--- src/rtl/core/xcfd_pkg.sv ---
// Shared types, character codes and helpers for the XOR-checked frame deframer.
// No dependencies; every other file of the block but the RAM and the port checker uses this package.
package xcfd_pkg;

  // Default capacities
  localparam int LINE_CAPACITY_DEF     = 63;
  localparam int COMMAND_CAPACITY_DEF  = 15;
  localparam int ARGUMENT_CAPACITY_DEF = 31;

  // Field lengths never exceed 63, so 6 bits hold any of them
  localparam int LEN_W = 6;

  localparam logic [7:0] CH_DOLLAR = 8'h24;
  localparam logic [7:0] CH_STAR   = 8'h2A;
  localparam logic [7:0] CH_CR     = 8'h0D;
  localparam logic [7:0] CH_LF     = 8'h0A;
  localparam logic [7:0] CH_COMMA  = 8'h2C;
  localparam logic [7:0] CH_NUL    = 8'h00;
  localparam logic [7:0] CH_ZERO   = 8'h30;
  localparam logic [7:0] CH_X_LO   = 8'h78;
  localparam logic [7:0] CH_X_UP   = 8'h58;

  localparam logic [8:0] SEQ_MAX   = 9'd255;
  localparam logic [8:0] SAT_VALUE = 9'd256;

  typedef enum logic [2:0] {
    PH_SEQ_START  = 3'd0,
    PH_SEQ_DIGITS = 3'd1,
    PH_COMMAND    = 3'd2,
    PH_ARGUMENT   = 3'd3,
    PH_HEX_START  = 3'd4,
    PH_HEX_ZERO   = 3'd5,
    PH_HEX_DIGITS = 3'd6,
    PH_HEX_DONE   = 3'd7
  } phase_t;

  typedef enum logic [1:0] {
    BK_IDLE,
    BK_READ,
    BK_SHOW
  } back_state_t;

  // One committed frame, waiting for the back end
  typedef struct packed {
    logic [7:0]       seq;
    logic             bank;
    logic [LEN_W-1:0] cmd_len;
    logic [LEN_W-1:0] arg_len;
  } desc_t;

  typedef struct packed {
    logic full;
    logic not_empty;
  } qstat_t;

  // Store write from the front end
  typedef struct packed {
    logic             cmd_we;
    logic             arg_we;
    logic             bank;
    logic [LEN_W-1:0] index;
    logic [7:0]       data;
  } store_wr_t;

  // Store read from the back end
  typedef struct packed {
    logic             cmd_re;
    logic             arg_re;
    logic             bank;
    logic [LEN_W-1:0] index;
  } store_rd_t;

  function automatic logic is_dec_digit(input logic [7:0] c);
    return (c >= 8'h30) && (c <= 8'h39);
  endfunction

  // Bit 4: valid hex digit, bits 3:0: its value
  function automatic logic [4:0] hex_value(input logic [7:0] c);
    logic [4:0] r;
    r = 5'd0;
    if (c >= 8'h30 && c <= 8'h39) r = {1'b1, c[3:0]};
    else if ((c >= 8'h61 && c <= 8'h66) || (c >= 8'h41 && c <= 8'h46))
      r = {1'b1, c[3:0] + 4'd9};
    return r;
  endfunction

  function automatic logic is_hex_phase(input phase_t p);
    return (p == PH_HEX_START) || (p == PH_HEX_ZERO) || (p == PH_HEX_DIGITS) ||
           (p == PH_HEX_DONE);
  endfunction

endpackage

--- src/rtl/core/xcfd_ram.sv ---
// Generic single-write, single-read RAM with registered read data.
// No dependencies.
module xcfd_ram #(
  parameter int WIDTH = 8,
  parameter int DEPTH = 32
) (
  input  logic                     clk,
  input  logic                     we,
  input  logic [$clog2(DEPTH)-1:0] waddr,
  input  logic [WIDTH-1:0]         wdata,
  input  logic                     re,
  input  logic [$clog2(DEPTH)-1:0] raddr,
  output logic [WIDTH-1:0]         rdata
);

  logic [WIDTH-1:0] mem [DEPTH];

  always_ff @(posedge clk) begin
    if (we) begin
      mem[waddr] <= wdata;
    end
    if (re) begin
      rdata <= mem[raddr];
    end
  end

endmodule

--- src/rtl/core/xcfd_front.sv ---
// Front end: accepts received bytes, parses the frame and fills the text stores.
// Depends on xcfd_pkg; pushes one descriptor per valid frame into xcfd_queue.
module xcfd_front #(
  parameter int LINE_CAPACITY     = xcfd_pkg::LINE_CAPACITY_DEF,
  parameter int COMMAND_CAPACITY  = xcfd_pkg::COMMAND_CAPACITY_DEF,
  parameter int ARGUMENT_CAPACITY = xcfd_pkg::ARGUMENT_CAPACITY_DEF
) (
  input  logic                clk,
  input  logic                rst,
  input  logic                in_valid,
  output logic                in_ready,
  input  logic [7:0]          rx_byte,
  input  xcfd_pkg::qstat_t    qstat,
  output logic                push,
  output xcfd_pkg::desc_t     push_desc,
  output xcfd_pkg::store_wr_t wr
);

  localparam int LW = $clog2(LINE_CAPACITY + 1);
  localparam int CW = $clog2(COMMAND_CAPACITY + 1);
  localparam int AW = (ARGUMENT_CAPACITY == 0) ? 1 : $clog2(ARGUMENT_CAPACITY + 1);

  logic             inside_frame, inside_frame_next;
  logic [LW-1:0]    line_length, line_length_next;
  xcfd_pkg::phase_t phase, phase_next;
  logic [8:0]       seq_value, seq_value_next;
  logic [7:0]       running_xor, running_xor_next;
  logic [8:0]       check_value, check_value_next;
  logic             frame_bad, frame_bad_next;
  logic [CW-1:0]    cmd_len, cmd_len_next;
  logic [AW-1:0]    arg_len, arg_len_next;
  logic             bank, bank_next;

  logic accept;

  assign in_ready = !qstat.full;
  assign accept   = in_valid && in_ready;

  always_comb begin
    logic [11:0] seq_prod;
    logic [12:0] hex_sum;
    logic [4:0]  hx;
    logic        frame_ok;

    inside_frame_next = inside_frame;
    line_length_next  = line_length;
    phase_next        = phase;
    seq_value_next    = seq_value;
    running_xor_next  = running_xor;
    check_value_next  = check_value;
    frame_bad_next    = frame_bad;
    cmd_len_next      = cmd_len;
    arg_len_next      = arg_len;
    bank_next         = bank;
    push              = 1'b0;
    push_desc         = '{seq: seq_value[7:0], bank: bank,
                          cmd_len: xcfd_pkg::LEN_W'(cmd_len),
                          arg_len: xcfd_pkg::LEN_W'(arg_len)};
    wr                = '{cmd_we: 1'b0, arg_we: 1'b0, bank: bank,
                          index: '0, data: rx_byte};

    seq_prod = ({3'd0, seq_value} << 3) + ({3'd0, seq_value} << 1) + {8'd0, rx_byte[3:0]};
    hx       = xcfd_pkg::hex_value(rx_byte);
    hex_sum  = ({4'd0, check_value} << 4) + {9'd0, hx[3:0]};
    frame_ok = !frame_bad && xcfd_pkg::is_hex_phase(phase) &&
               (check_value == {1'b0, running_xor}) && (cmd_len != '0);

    if (accept) begin
      if (rx_byte == xcfd_pkg::CH_DOLLAR) begin
        // restart the frame
        inside_frame_next = 1'b1;
        line_length_next  = '0;
        phase_next        = xcfd_pkg::PH_SEQ_START;
        seq_value_next    = '0;
        running_xor_next  = '0;
        check_value_next  = '0;
        frame_bad_next    = 1'b0;
        cmd_len_next      = '0;
        arg_len_next      = '0;
      end else if (inside_frame && rx_byte != xcfd_pkg::CH_CR) begin
        if (rx_byte != xcfd_pkg::CH_LF) begin
          if (line_length < LW'(LINE_CAPACITY)) begin
            line_length_next = line_length + 1'b1;
            if (!frame_bad) begin
              if (!xcfd_pkg::is_hex_phase(phase) && rx_byte == xcfd_pkg::CH_NUL) begin
                frame_bad_next = 1'b1;
              end else begin
                if (!xcfd_pkg::is_hex_phase(phase) && rx_byte != xcfd_pkg::CH_STAR)
                  running_xor_next = running_xor ^ rx_byte;
                unique case (phase)
                  xcfd_pkg::PH_SEQ_START, xcfd_pkg::PH_SEQ_DIGITS: begin
                    if (xcfd_pkg::is_dec_digit(rx_byte)) begin
                      seq_value_next = (seq_prod > 12'(xcfd_pkg::SAT_VALUE)) ?
                                       xcfd_pkg::SAT_VALUE : seq_prod[8:0];
                      phase_next     = xcfd_pkg::PH_SEQ_DIGITS;
                    end else if (rx_byte == xcfd_pkg::CH_COMMA &&
                                 phase == xcfd_pkg::PH_SEQ_DIGITS &&
                                 seq_value <= xcfd_pkg::SEQ_MAX) begin
                      phase_next = xcfd_pkg::PH_COMMAND;
                    end else begin
                      frame_bad_next = 1'b1;
                    end
                  end
                  xcfd_pkg::PH_COMMAND: begin
                    if (rx_byte == xcfd_pkg::CH_COMMA) begin
                      phase_next = xcfd_pkg::PH_ARGUMENT;
                    end else if (rx_byte == xcfd_pkg::CH_STAR) begin
                      if (cmd_len == '0) frame_bad_next = 1'b1;
                      phase_next = xcfd_pkg::PH_HEX_START;
                    end else if (cmd_len < CW'(COMMAND_CAPACITY)) begin
                      wr.cmd_we    = 1'b1;
                      wr.index     = xcfd_pkg::LEN_W'(cmd_len);
                      cmd_len_next = cmd_len + 1'b1;
                    end else begin
                      frame_bad_next = 1'b1;
                    end
                  end
                  xcfd_pkg::PH_ARGUMENT: begin
                    if (rx_byte == xcfd_pkg::CH_STAR) begin
                      phase_next = xcfd_pkg::PH_HEX_START;
                    end else if (arg_len < AW'(ARGUMENT_CAPACITY)) begin
                      wr.arg_we    = 1'b1;
                      wr.index     = xcfd_pkg::LEN_W'(arg_len);
                      arg_len_next = arg_len + 1'b1;
                    end else begin
                      frame_bad_next = 1'b1;
                    end
                  end
                  xcfd_pkg::PH_HEX_START, xcfd_pkg::PH_HEX_ZERO: begin
                    if (phase == xcfd_pkg::PH_HEX_START && rx_byte == xcfd_pkg::CH_ZERO) begin
                      check_value_next = '0;
                      phase_next       = xcfd_pkg::PH_HEX_ZERO;
                    end else if (phase == xcfd_pkg::PH_HEX_ZERO &&
                                 (rx_byte == xcfd_pkg::CH_X_LO ||
                                  rx_byte == xcfd_pkg::CH_X_UP)) begin
                      phase_next = xcfd_pkg::PH_HEX_DIGITS;
                    end else if (hx[4]) begin
                      check_value_next = (hex_sum > 13'(xcfd_pkg::SAT_VALUE)) ?
                                         xcfd_pkg::SAT_VALUE : hex_sum[8:0];
                      phase_next       = xcfd_pkg::PH_HEX_DIGITS;
                    end else begin
                      phase_next = xcfd_pkg::PH_HEX_DONE;
                    end
                  end
                  xcfd_pkg::PH_HEX_DIGITS: begin
                    if (hx[4]) begin
                      check_value_next = (hex_sum > 13'(xcfd_pkg::SAT_VALUE)) ?
                                         xcfd_pkg::SAT_VALUE : hex_sum[8:0];
                    end else begin
                      phase_next = xcfd_pkg::PH_HEX_DONE;
                    end
                  end
                  xcfd_pkg::PH_HEX_DONE: begin
                  end
                  default: begin
                  end
                endcase
              end
            end
          end else begin
            // overlong line: drop it
            inside_frame_next = 1'b0;
          end
        end else begin
          inside_frame_next = 1'b0;
          if (frame_ok) begin
            // commit the frame and move on to the other bank
            push      = 1'b1;
            bank_next = !bank;
          end
        end
      end
    end
  end

  always_ff @(posedge clk) begin
    if (rst) begin
      inside_frame <= 1'b0;
      line_length  <= '0;
      phase        <= xcfd_pkg::PH_SEQ_START;
      seq_value    <= '0;
      running_xor  <= '0;
      check_value  <= '0;
      frame_bad    <= 1'b0;
      cmd_len      <= '0;
      arg_len      <= '0;
      bank         <= 1'b0;
    end else begin
      inside_frame <= inside_frame_next;
      line_length  <= line_length_next;
      phase        <= phase_next;
      seq_value    <= seq_value_next;
      running_xor  <= running_xor_next;
      check_value  <= check_value_next;
      frame_bad    <= frame_bad_next;
      cmd_len      <= cmd_len_next;
      arg_len      <= arg_len_next;
      bank         <= bank_next;
    end
  end

endmodule

--- src/rtl/core/xcfd_queue.sv ---
// Two-entry descriptor queue between the front and back ends.
// Depends on xcfd_pkg for the descriptor and status types.
module xcfd_queue (
  input  logic             clk,
  input  logic             rst,
  input  logic             push,
  input  xcfd_pkg::desc_t  push_desc,
  input  logic             pop,
  output xcfd_pkg::desc_t  head,
  output xcfd_pkg::qstat_t qstat
);

  xcfd_pkg::desc_t entry [2];
  logic            wr_ptr, rd_ptr;
  logic [1:0]      count;

  assign head            = entry[rd_ptr];
  assign qstat.full      = (count == 2'd2);
  assign qstat.not_empty = (count != 2'd0);

  always_ff @(posedge clk) begin
    if (push) begin
      entry[wr_ptr] <= push_desc;
    end
  end

  always_ff @(posedge clk) begin
    if (rst) begin
      wr_ptr <= 1'b0;
      rd_ptr <= 1'b0;
      count  <= 2'd0;
    end else begin
      if (push) wr_ptr <= !wr_ptr;
      if (pop)  rd_ptr <= !rd_ptr;
      count <= count + {1'b0, push} - {1'b0, pop};
    end
  end

endmodule

--- src/rtl/core/xcfd_back.sv ---
// Back end: replays a committed frame from the text stores onto the output stream.
// Depends on xcfd_pkg; reads the head of xcfd_queue and releases it after the last byte.
module xcfd_back (
  input  logic                clk,
  input  logic                rst,
  input  xcfd_pkg::desc_t     head,
  input  xcfd_pkg::qstat_t    qstat,
  output logic                pop,
  output xcfd_pkg::store_rd_t rd,
  input  logic [7:0]          cmd_rdata,
  input  logic [7:0]          arg_rdata,
  output logic                out_valid,
  input  logic                out_ready,
  output logic [7:0]          out_seq,
  output logic [7:0]          out_text,
  output logic                out_arg,
  output logic                out_last
);

  localparam int IW = xcfd_pkg::LEN_W + 1;

  xcfd_pkg::back_state_t state, state_next;
  logic [IW-1:0]         idx, idx_next;
  logic                  arg_sel, arg_sel_next;
  logic                  last, last_next;

  always_ff @(posedge clk) begin
    if (rst) begin
      state   <= xcfd_pkg::BK_IDLE;
      idx     <= '0;
      arg_sel <= 1'b0;
      last    <= 1'b0;
    end else begin
      state   <= state_next;
      idx     <= idx_next;
      arg_sel <= arg_sel_next;
      last    <= last_next;
    end
  end

  always_comb begin
    logic [IW-1:0] total;
    logic [IW-1:0] arg_idx;
    logic          in_cmd;

    total   = {1'b0, head.cmd_len} + {1'b0, head.arg_len};
    in_cmd  = idx < {1'b0, head.cmd_len};
    arg_idx = idx - {1'b0, head.cmd_len};

    state_next   = state;
    idx_next     = idx;
    arg_sel_next = arg_sel;
    last_next    = last;
    pop          = 1'b0;
    out_valid    = 1'b0;
    rd           = '{cmd_re: 1'b0, arg_re: 1'b0, bank: head.bank, index: '0};

    unique case (state)
      xcfd_pkg::BK_IDLE: begin
        idx_next = '0;
        if (qstat.not_empty) state_next = xcfd_pkg::BK_READ;
      end
      xcfd_pkg::BK_READ: begin
        rd.cmd_re    = in_cmd;
        rd.arg_re    = !in_cmd;
        rd.index     = in_cmd ? idx[xcfd_pkg::LEN_W-1:0] : arg_idx[xcfd_pkg::LEN_W-1:0];
        arg_sel_next = !in_cmd;
        last_next    = (idx + 1'b1) == total;
        state_next   = xcfd_pkg::BK_SHOW;
      end
      xcfd_pkg::BK_SHOW: begin
        out_valid = 1'b1;
        if (out_ready) begin
          if (last) begin
            pop        = 1'b1;
            state_next = xcfd_pkg::BK_IDLE;
          end else begin
            idx_next   = idx + 1'b1;
            state_next = xcfd_pkg::BK_READ;
          end
        end
      end
      default: state_next = xcfd_pkg::BK_IDLE;
    endcase
  end

  assign out_seq  = head.seq;
  assign out_text = arg_sel ? arg_rdata : cmd_rdata;
  assign out_arg  = arg_sel;
  assign out_last = last;

endmodule

--- src/rtl/core/xor_checked_frame_deframer_core.sv ---
// Top level of the XOR-checked frame deframer: front parser, descriptor queue,
// back replayer and two banked text stores. Depends on xcfd_pkg and all xcfd_* modules.
//
// Usage
//   Input stream (s_axis_*): one received byte per transaction. Frames look like
//   $seq,CMD[,arg]*XX followed by a newline; '$' restarts a frame, '\r' is skipped.
//   Output stream (m_axis_*): for each frame whose XOR checksum matches, the CMD
//   bytes then the arg bytes, one per transaction, tlast on the final byte.
//   tdata carries the sequence number and the character, tuser flags arg bytes.
// Flow
//   The parser takes one byte per cycle while the queue is not full. Each emitted
//   byte is read from a text store, then presented, as the stores read registered;
//   the back end passes through idle between frames. After the newline that commits
//   a frame, tvalid rises once the queue, the idle and the read state are passed.
// Buffering
//   Text is held in two banks; up to two committed frames wait in the queue.
//   With both banks waiting, tready drops until the back end finishes a frame.
// Reset and stalls
//   rst clears the parser, the queue and the output state; the stores need no
//   clearing. A stalled receiver holds the current output transaction steady.
module xor_checked_frame_deframer_core #(
  parameter int LINE_CAPACITY     = xcfd_pkg::LINE_CAPACITY_DEF,
  parameter int COMMAND_CAPACITY  = xcfd_pkg::COMMAND_CAPACITY_DEF,
  parameter int ARGUMENT_CAPACITY = xcfd_pkg::ARGUMENT_CAPACITY_DEF
) (
  input  logic        clk,
  input  logic        rst,
  input  logic        s_axis_tvalid,
  output logic        s_axis_tready,
  input  logic [7:0]  s_axis_tdata,   // [7:0] rx_byte
  output logic        m_axis_tvalid,
  input  logic        m_axis_tready,
  output logic [15:0] m_axis_tdata,   // [7:0] frame_seq, [15:8] text_byte
  output logic        m_axis_tuser,   // [0] in_argument
  output logic        m_axis_tlast    // last_of_frame
);

  // Each store holds two banks of one field's capacity
  localparam int ARG_SLOT  = (ARGUMENT_CAPACITY == 0) ? 1 : ARGUMENT_CAPACITY;
  localparam int CMD_DEPTH = 2 * COMMAND_CAPACITY;
  localparam int ARG_DEPTH = 2 * ARG_SLOT;
  localparam int CMD_AW    = $clog2(CMD_DEPTH);
  localparam int ARG_AW    = $clog2(ARG_DEPTH);
  localparam int SUM_W     = xcfd_pkg::LEN_W + 1;

  logic                push, pop;
  xcfd_pkg::desc_t     push_desc, head;
  xcfd_pkg::qstat_t    qstat;
  xcfd_pkg::store_wr_t wr;
  xcfd_pkg::store_rd_t rd;
  logic [7:0]          cmd_rdata, arg_rdata;
  logic [CMD_AW-1:0]   cmd_waddr, cmd_raddr;
  logic [ARG_AW-1:0]   arg_waddr, arg_raddr;
  logic [7:0]          out_seq, out_text;

  xcfd_front #(
    .LINE_CAPACITY     (LINE_CAPACITY),
    .COMMAND_CAPACITY  (COMMAND_CAPACITY),
    .ARGUMENT_CAPACITY (ARGUMENT_CAPACITY)
  ) u_front (
    .clk       (clk),
    .rst       (rst),
    .in_valid  (s_axis_tvalid),
    .in_ready  (s_axis_tready),
    .rx_byte   (s_axis_tdata),
    .qstat     (qstat),
    .push      (push),
    .push_desc (push_desc),
    .wr        (wr)
  );

  xcfd_queue u_queue (
    .clk       (clk),
    .rst       (rst),
    .push      (push),
    .push_desc (push_desc),
    .pop       (pop),
    .head      (head),
    .qstat     (qstat)
  );

  // Bank one sits right above bank zero in each store
  assign cmd_waddr = CMD_AW'(wr.bank ? {1'b0, wr.index} + SUM_W'(COMMAND_CAPACITY)
                                     : {1'b0, wr.index});
  assign cmd_raddr = CMD_AW'(rd.bank ? {1'b0, rd.index} + SUM_W'(COMMAND_CAPACITY)
                                     : {1'b0, rd.index});
  assign arg_waddr = ARG_AW'(wr.bank ? {1'b0, wr.index} + SUM_W'(ARG_SLOT)
                                     : {1'b0, wr.index});
  assign arg_raddr = ARG_AW'(rd.bank ? {1'b0, rd.index} + SUM_W'(ARG_SLOT)
                                     : {1'b0, rd.index});

  xcfd_ram #(
    .WIDTH (8),
    .DEPTH (CMD_DEPTH)
  ) u_cmd_ram (
    .clk   (clk),
    .we    (wr.cmd_we),
    .waddr (cmd_waddr),
    .wdata (wr.data),
    .re    (rd.cmd_re),
    .raddr (cmd_raddr),
    .rdata (cmd_rdata)
  );

  xcfd_ram #(
    .WIDTH (8),
    .DEPTH (ARG_DEPTH)
  ) u_arg_ram (
    .clk   (clk),
    .we    (wr.arg_we),
    .waddr (arg_waddr),
    .wdata (wr.data),
    .re    (rd.arg_re),
    .raddr (arg_raddr),
    .rdata (arg_rdata)
  );

  xcfd_back u_back (
    .clk       (clk),
    .rst       (rst),
    .head      (head),
    .qstat     (qstat),
    .pop       (pop),
    .rd        (rd),
    .cmd_rdata (cmd_rdata),
    .arg_rdata (arg_rdata),
    .out_valid (m_axis_tvalid),
    .out_ready (m_axis_tready),
    .out_seq   (out_seq),
    .out_text  (out_text),
    .out_arg   (m_axis_tuser),
    .out_last  (m_axis_tlast)
  );

  assign m_axis_tdata = {out_text, out_seq};

endmodule

--- config.mk ---
export PLATFORM = sky130hd
export DESIGN_NAME = xor_checked_frame_deframer_core
export DESIGN_NICKNAME = d
export VERILOG_FILES = /design/src/rtl/core/xcfd_pkg.sv /design/src/rtl/core/xcfd_ram.sv /design/src/rtl/core/xcfd_front.sv /design/src/rtl/core/xcfd_queue.sv /design/src/rtl/core/xcfd_back.sv /design/src/rtl/core/xor_checked_frame_deframer_core.sv
export SDC_FILE = /design/constraint.sdc
export NUM_CORES = 1
export LEC_CHECK = 0
export BUFFER_PORTS_ARGS = -buffer_cell sky130_fd_sc_hd__buf_2
export CORE_MARGIN = 2
export CORE_UTILIZATION = 45
export CTS_CLUSTER_DIAMETER = 200
export DETAILED_ROUTE_END_ITERATION = 8
export PLACE_DENSITY = 0.65
export SYNTH_ARGS = -nofsm -noshare
export SYNTH_HDL_FRONTEND = slang
export SYNTH_SLANG_ARGS = --single-unit
--- constraint.sdc ---
create_clock -name clk -period 11.3 [get_ports clk]
set_input_delay 1.13 -clock clk [delete_from_list [all_inputs] [get_ports clk]]
set_output_delay 1.13 -clock clk [all_outputs]
set_load 0.05 [all_outputs]
## Word-level counts from Yosys, hierarchy flattened

Memory sizes are Yosys's and may differ from the RTL's. A register that Yosys moved wholly into a read port is not among the register bits.
Cells that the tools add are included.

- Bitwise logic cells: 3
- $add $sub $neg: 16
- Equal/unequal tests: 32
- Reductions and logical operators: 58
- Magnitude comparators: 13
- Multiplexer cells: 145

Operators with widths:

| cell | count |
|---|---|
| 9-bit two-way mux | 19 |
| 6-bit two-way mux | 18 |
| 5-bit two-way mux | 14 |
| 8-bit two-way mux | 8 |
| 1-bit two-way mux | 44 |
| 4-bit two-way mux | 11 |
| 3-bit two-way mux | 13 |
| 8-bit by 6-bit == test with 1-bit output, second input constant | 4 |
| 2-bit nonzero test | 12 |
| 2-bit two-way mux | 10 |
| 9-bit one-hot mux with 2 select lines | 1 |
| 9-bit AND reduction | 2 |
| 8-bit by 7-bit == test with 1-bit output, second input constant | 2 |
| 8-bit by 7-bit greater-or-equal comparator with 1-bit output, second input constant | 2 |
| 8-bit by 7-bit <= comparator with 1-bit output, second input constant | 2 |
| 8-bit by 4-bit != test with 1-bit output, second input constant | 2 |
| 8-bit AND reduction | 2 |
| 3-bit one-hot mux with 5 select lines | 1 |
| 1-bit logical AND | 14 |
| 7-bit two-way mux | 2 |
| 7-bit one-hot mux with 2 select lines | 1 |
| 13-bit by 4-bit adder with 13-bit output | 1 |
| 13-bit by 9-bit greater-than comparator with 1-bit output, second input constant | 1 |
| 12-bit by 10-bit adder with 12-bit output | 1 |
| other kinds (55) | 80 |

- Output and inout port bits: 20
- Register bits: 62
- RAM bits: 772
- Memories kept: 3

Memories:

| name | depth | width | read ports | clocked after Yosys merged registers in | wr ports | RTL line | source |
|---|---|---|---|---|---|---|---|
| u_arg_ram.mem | 62 | 8 | 1 | 1 | 1 | xcfd_ram.sv:16 | `logic [WIDTH-1:0] mem [DEPTH];` |
| u_cmd_ram.mem | 30 | 8 | 1 | 1 | 1 | xcfd_ram.sv:16 |  |
| u_queue.entry | 2 | 18 | 1 | 1 | 1 | xcfd_queue.sv:13 | `xcfd_pkg::desc_t entry [2];` |

## Depth between registers and ports, before layout

- Depth in word-level cells: 18
- Gate-level depth with buffers: 23

## Modules after synthesis

A second synthesis with hierarchy kept.

- Cell total of the unflattened synthesis: 2205
- Area total of the unflattened synthesis: 36726.5 um2

By module, submodules not included:

| module | area each (um2) | cells each | instances |
|---|---|---|---|
| xcfd_ram (u_arg_ram) | 19688.9 | 931 | 1 |
| xcfd_ram (u_cmd_ram) | 9872.0 | 530 | 1 |
| xcfd_front | 3742.3 | 453 | 1 |
| xcfd_queue | 1814.2 | 86 | 1 |
| xcfd_back | 1341.3 | 168 | 1 |
| xor_checked_frame_deframer_core | 267.8 | 37 | 1 |

## Least setup slack after synthesis

Ideal clock, no wire load.

- Kind: flip-flop to flip-flop
- From: reg with a tool-made name
- To: reg u_arg_ram.rdata[3] (read register of u_arg_ram.mem) (data pin)
- Cell stages (with the launch flop): 21
- Data required time: 11.044 ns
- Setup time: 0.256 ns
- Clock period less this slack: 5.198 ns
- Path buffers: 4
- Data arrival time: 4.942 ns
- Slack: 6.102 ns
- Cell sequence: dfxtp_1 -> buf_4 -> buf_1 -> mux2i_1 -> ha_1 -> nor2b_1 -> o311ai_1 -> nand2_1 -> mux2_2 -> and2_1 -> inv_1 -> ha_1 -> nand2_1 -> or4b_2 -> o211ai_2 -> buf_4 -> buf_2 -> mux4_2 -> a2111oi_0 -> a21oi_1 -> o211a_1

RTL lines:

| what | RTL line | source |
|---|---|---|
| to (decl) | xcfd_ram.sv:13 | `output logic [WIDTH-1:0] rdata` |

==> flow_summary_export.csv <==
group,metric,value,unit
detailed_routing,ant_nets,0,
sta,final_max_slew_viol_count,0,
cts,cts-buffers-inserted,85,
sta,setup_viol,0,
setup_path,arrival,7.05,ns
placement,numPortBuffers,31,
cells_and_area,layout.nets,2948,
logic_synthesis,syn-mean-instance-area,12.57,um2
sta,setup-tns-final,0,ns
placement,routabilityCongestion,0.8989,
cells_and_area,area_delta_synth_final,10.56,%
floorplanning,placementRows,104,
detailed_routing,first_iter_violations,2422,
detailed_routing,avgViaCountPerCell,5.884,
sta,fmax,149.8,MHz
cts,h-tree-depth,3,
detailed_routing,vias,23670,
detailed_routing,drc,0,
floorplanning,design.core.area,0.08055,mm2
cts,cts_resized,0,
grt,grt_pass1_wl,140300,um
logic_synthesis,netlist_area,0.03659,mm2
logic_synthesis,synth_cell_types,85,
cts,cts-root-buf,"clkbuf_16",
sta,rsz0062_at_grt,"false",
sta,skew,0.02128,ns
grt,grt_pass1_vias,23470,
sta,finalHoldViolCount,0,
floorplanning,start_util,45.43,%
sta,finalCritPeriodShare,59.07,%
sta,worst_hold_slack,0.5025,ns
logic_synthesis,yosysSeqAreaShare,68.12,%
logic_synthesis,synthArstFlopShare,0,%
floorplanning,die_w,289.2,um
logic_synthesis,yosys_most_used_dff,"edfxtp_1",
cells_and_area,drive_gt1_share,8.947,%
cts,post_cts_buffers,0,
grt,antenna_found_initial,2,
setup_path,worstSetupPathType,"reg -> reg",
grt,grt-ovfl-total,0,
cts,clk_path_buf_depth,3,
detailed_routing,drtPass1Iterations,6,
sta,slew_headroom,7.875,%
floorplanning,dieArea,0.08361,mm2
setup_path,endpoint_kind,"flip-flop",
logic_synthesis,syn_nets,2966,
logic_synthesis,ys_warn_count,0,
power,powerDensity,157.1,mW/mm2
placement,dp.final_hpwl,56170,um
run,drv_cap,0,
power,ir_drop,0.09328,mV
setup_path,crit_path_start_kind,"flip-flop",
logic_synthesis,synth-edff-count,788,
cts,clock-sinks,851,
floorplanning,boundaryPins,32,
cts,cts_tree,"built",
detailed_routing,drt-total-wl,92110,um
min_path,min_path_type,"reg -> reg",
sta,period_needed,6.675,ns
cts,ctsHoldBuffers,0,
grt,grt_max_degree,110,
setup_path,crit_fanout,59,
cells_and_area,fin_util,50.22,%
setup_path,cp.required,11.68,ns
floorplanning,die_h,289.2,um
logic_synthesis,syn_inst,2912,
sta,worst-slew-pin-transition,1.375,ns
grt,grtUsageTotal,21.99,%
cells_and_area,fillers,6779,
cts,clk_pin_slew,0.06,ns
power,leakagePower,13.98,nW
logic_synthesis,synth_seq_cells,851,
detailed_routing,post_drt_wl_per_cell,22.90,um
cts,insertion_delay,0.64,ns
status,status,"finished clean",
## final cells by class
| class | count | area [um2] | area share (%) |
|---|---|---|---|
| clock buffers | 113 | 2327 | 5.753 |
| inverters | 27 | 101.3 | 0.2505 |
| clock inverters | 42 | 474.2 | 1.172 |
| flip-flops and latches | 851 | 24920 | 61.61 |
| well taps | 1060 | 1326 | 3.279 |
| diodes | 1 | 2.502 | 0.006186 |
| repair buffers | 66 | 450.4 | 1.113 |
| multi-input cells | 1863 | 10850 | 26.81 |
## power by group
part	switching [mW]	internal (mW)	leakage, nW	total [mW]
Sequential	0.000154	3.43	7.65	3.43
Clock	1.18	1.66	1.36	2.84
Combinational	0.0667	0.00928	4.97	0.0760
## per-stage QoR
stage,total power [mW],std cells,instance area [um2],setup WS (ns)
2_1_floorplan,3.517,2912,36590,6.102
3_3_place_gp,3.576,3867,37650,4.913
3_5_place_dp,3.578,3867,37650,4.754
4_1_cts,6.390,4022,40450,4.647
5_1_grt,6.519,4022,40450,4.285
6_report,6.354,4023,40450,4.625
## cell usage in the layout, fill, tap and decap left out, types with 24 or more instances in the layout
master / netlist / routed
a21oi_1: 116 / 116
a311oi_1: 71 / 71
a31oi_1: 46 / 46
and3_1: 107 / 106
buf_4: 10 / 42
clkbuf_16: 0 / 89
dfxtp_1: 63 / 63
edfxtp_1: 788 / 788
ha_1: 38 / 38
inv_1: 26 / 26
mux2_2: 24 / 24
mux2i_1: 82 / 82
nand2_1: 671 / 671
nand3_1: 85 / 84
nor2_1: 193 / 193
nor3_1: 43 / 43
o21ai_0: 62 / 62
xnor2_1: 33 / 32
xor2_1: 31 / 30
## final timing paths
kind                                  startpoint                             endpoint  slack (ns)  depth (start not counted)
max reg2reg                            flip-flop         u_arg_ram.rdata[3]$_DFFE_PP_        4.63                         18
min reg2reg  u_front.line_length[1]$_SDFFE_PP0P_  u_front.line_length[1]$_SDFFE_PP0P_        0.50                          2
min          u_front.line_length[1]$_SDFFE_PP0P_  u_front.line_length[1]$_SDFFE_PP0P_        0.50                          2
max                                    flip-flop         u_arg_ram.rdata[3]$_DFFE_PP_        4.63                         18
## cell families after synthesis
family,synth area share [%]
flip-flops,68.12
buffers and inverters,2.428
multiplexers,3.659
adder cells (fa/ha/maj),1.518
AO/OA/AOI/OAI,8.022
XOR/XNOR,1.576
AND/OR/NAND/NOR,14.68
## flip-flops by register name (all words and copies together), names as in the netlist, 2 cells and up, named ones only
signal / cells
u_arg_ram.mem: 496
u_arg_ram.rdata: 8
u_back.idx: 7
u_back.state: 2
u_cmd_ram.mem: 240
u_cmd_ram.rdata: 8
u_front.arg_len: 5
u_front.check_value: 9
u_front.cmd_len: 4
u_front.line_length: 6
u_front.phase: 3
u_front.running_xor: 8
u_front.seq_value: 9
u_queue.count: 2
u_queue.entry: 36
## cells in the mapped netlist, types with 6 or more instances
library cell	instances	share of area, %
buf_4	10	0.21
nor4_1	7	0.12
a31oi_1	46	0.79
a21oi_1	116	1.6
nand3_1	85	1.2
mux2i_1	82	2.2
clkbuf_1	79	0.81
nand3b_1	7	0.14
xor2_1	31	0.74
o31ai_1	6	0.12
nand2_1	671	6.9
mux2_2	24	0.74
o211ai_1	9	0.18
buf_2	74	1.0
or3_1	11	0.19
ha_1	38	1.3
a311oi_1	71	1.7
nor2_1	193	2.0
inv_1	26	0.27
xnor2_1	33	0.79
and2_1	7	0.12
buf_1	6	0.062
or2_2	10	0.17
nand2b_1	10	0.17
a21boi_0	6	0.12
a22oi_1	17	0.35
a21o_1	15	0.31
nor3_1	43	0.59
and3_1	107	1.8
a32oi_1	7	0.17
o2111ai_1	17	0.41
o21ai_0	62	0.85
nand4_1	18	0.31
dfxtp_1	63	3.4
nor2b_1	11	0.19
edfxtp_1	788	65
mux4_2	11	0.68
## worst max-delay path, cell delays in order (launching register included)
cell and delay, ns:
dfxtp_1 0.91, mux2i_1 0.41, ha_1 0.29, nor2b_1 0.16, o311ai_1 0.50, nand2_1 0.31, mux2_2 0.30, and2_1 0.19
inv_1 0.10, ha_1 0.24, nand2_1 0.11, or4b_2 0.65, o211ai_4 0.12, buf_4 0.66, mux4_2 0.41, and2_0 0.18
a2111oi_0 0.55, a21oi_1 0.11, o211a_1 0.14
## per-layer routing
metal  vias to the layer above  wire [um]  GRT usage, %  share of wire, %
met1                     11810      38530         30.29                42
met5                         -          0             0                 0
met4                         0       2245         6.933               2.4
met3                       147       7391         3.520               8.0
met2                       974      43940         35.94                48
li1                      10740          -             -                 -
No activity file was read; power rests on OpenSTA's default activity.
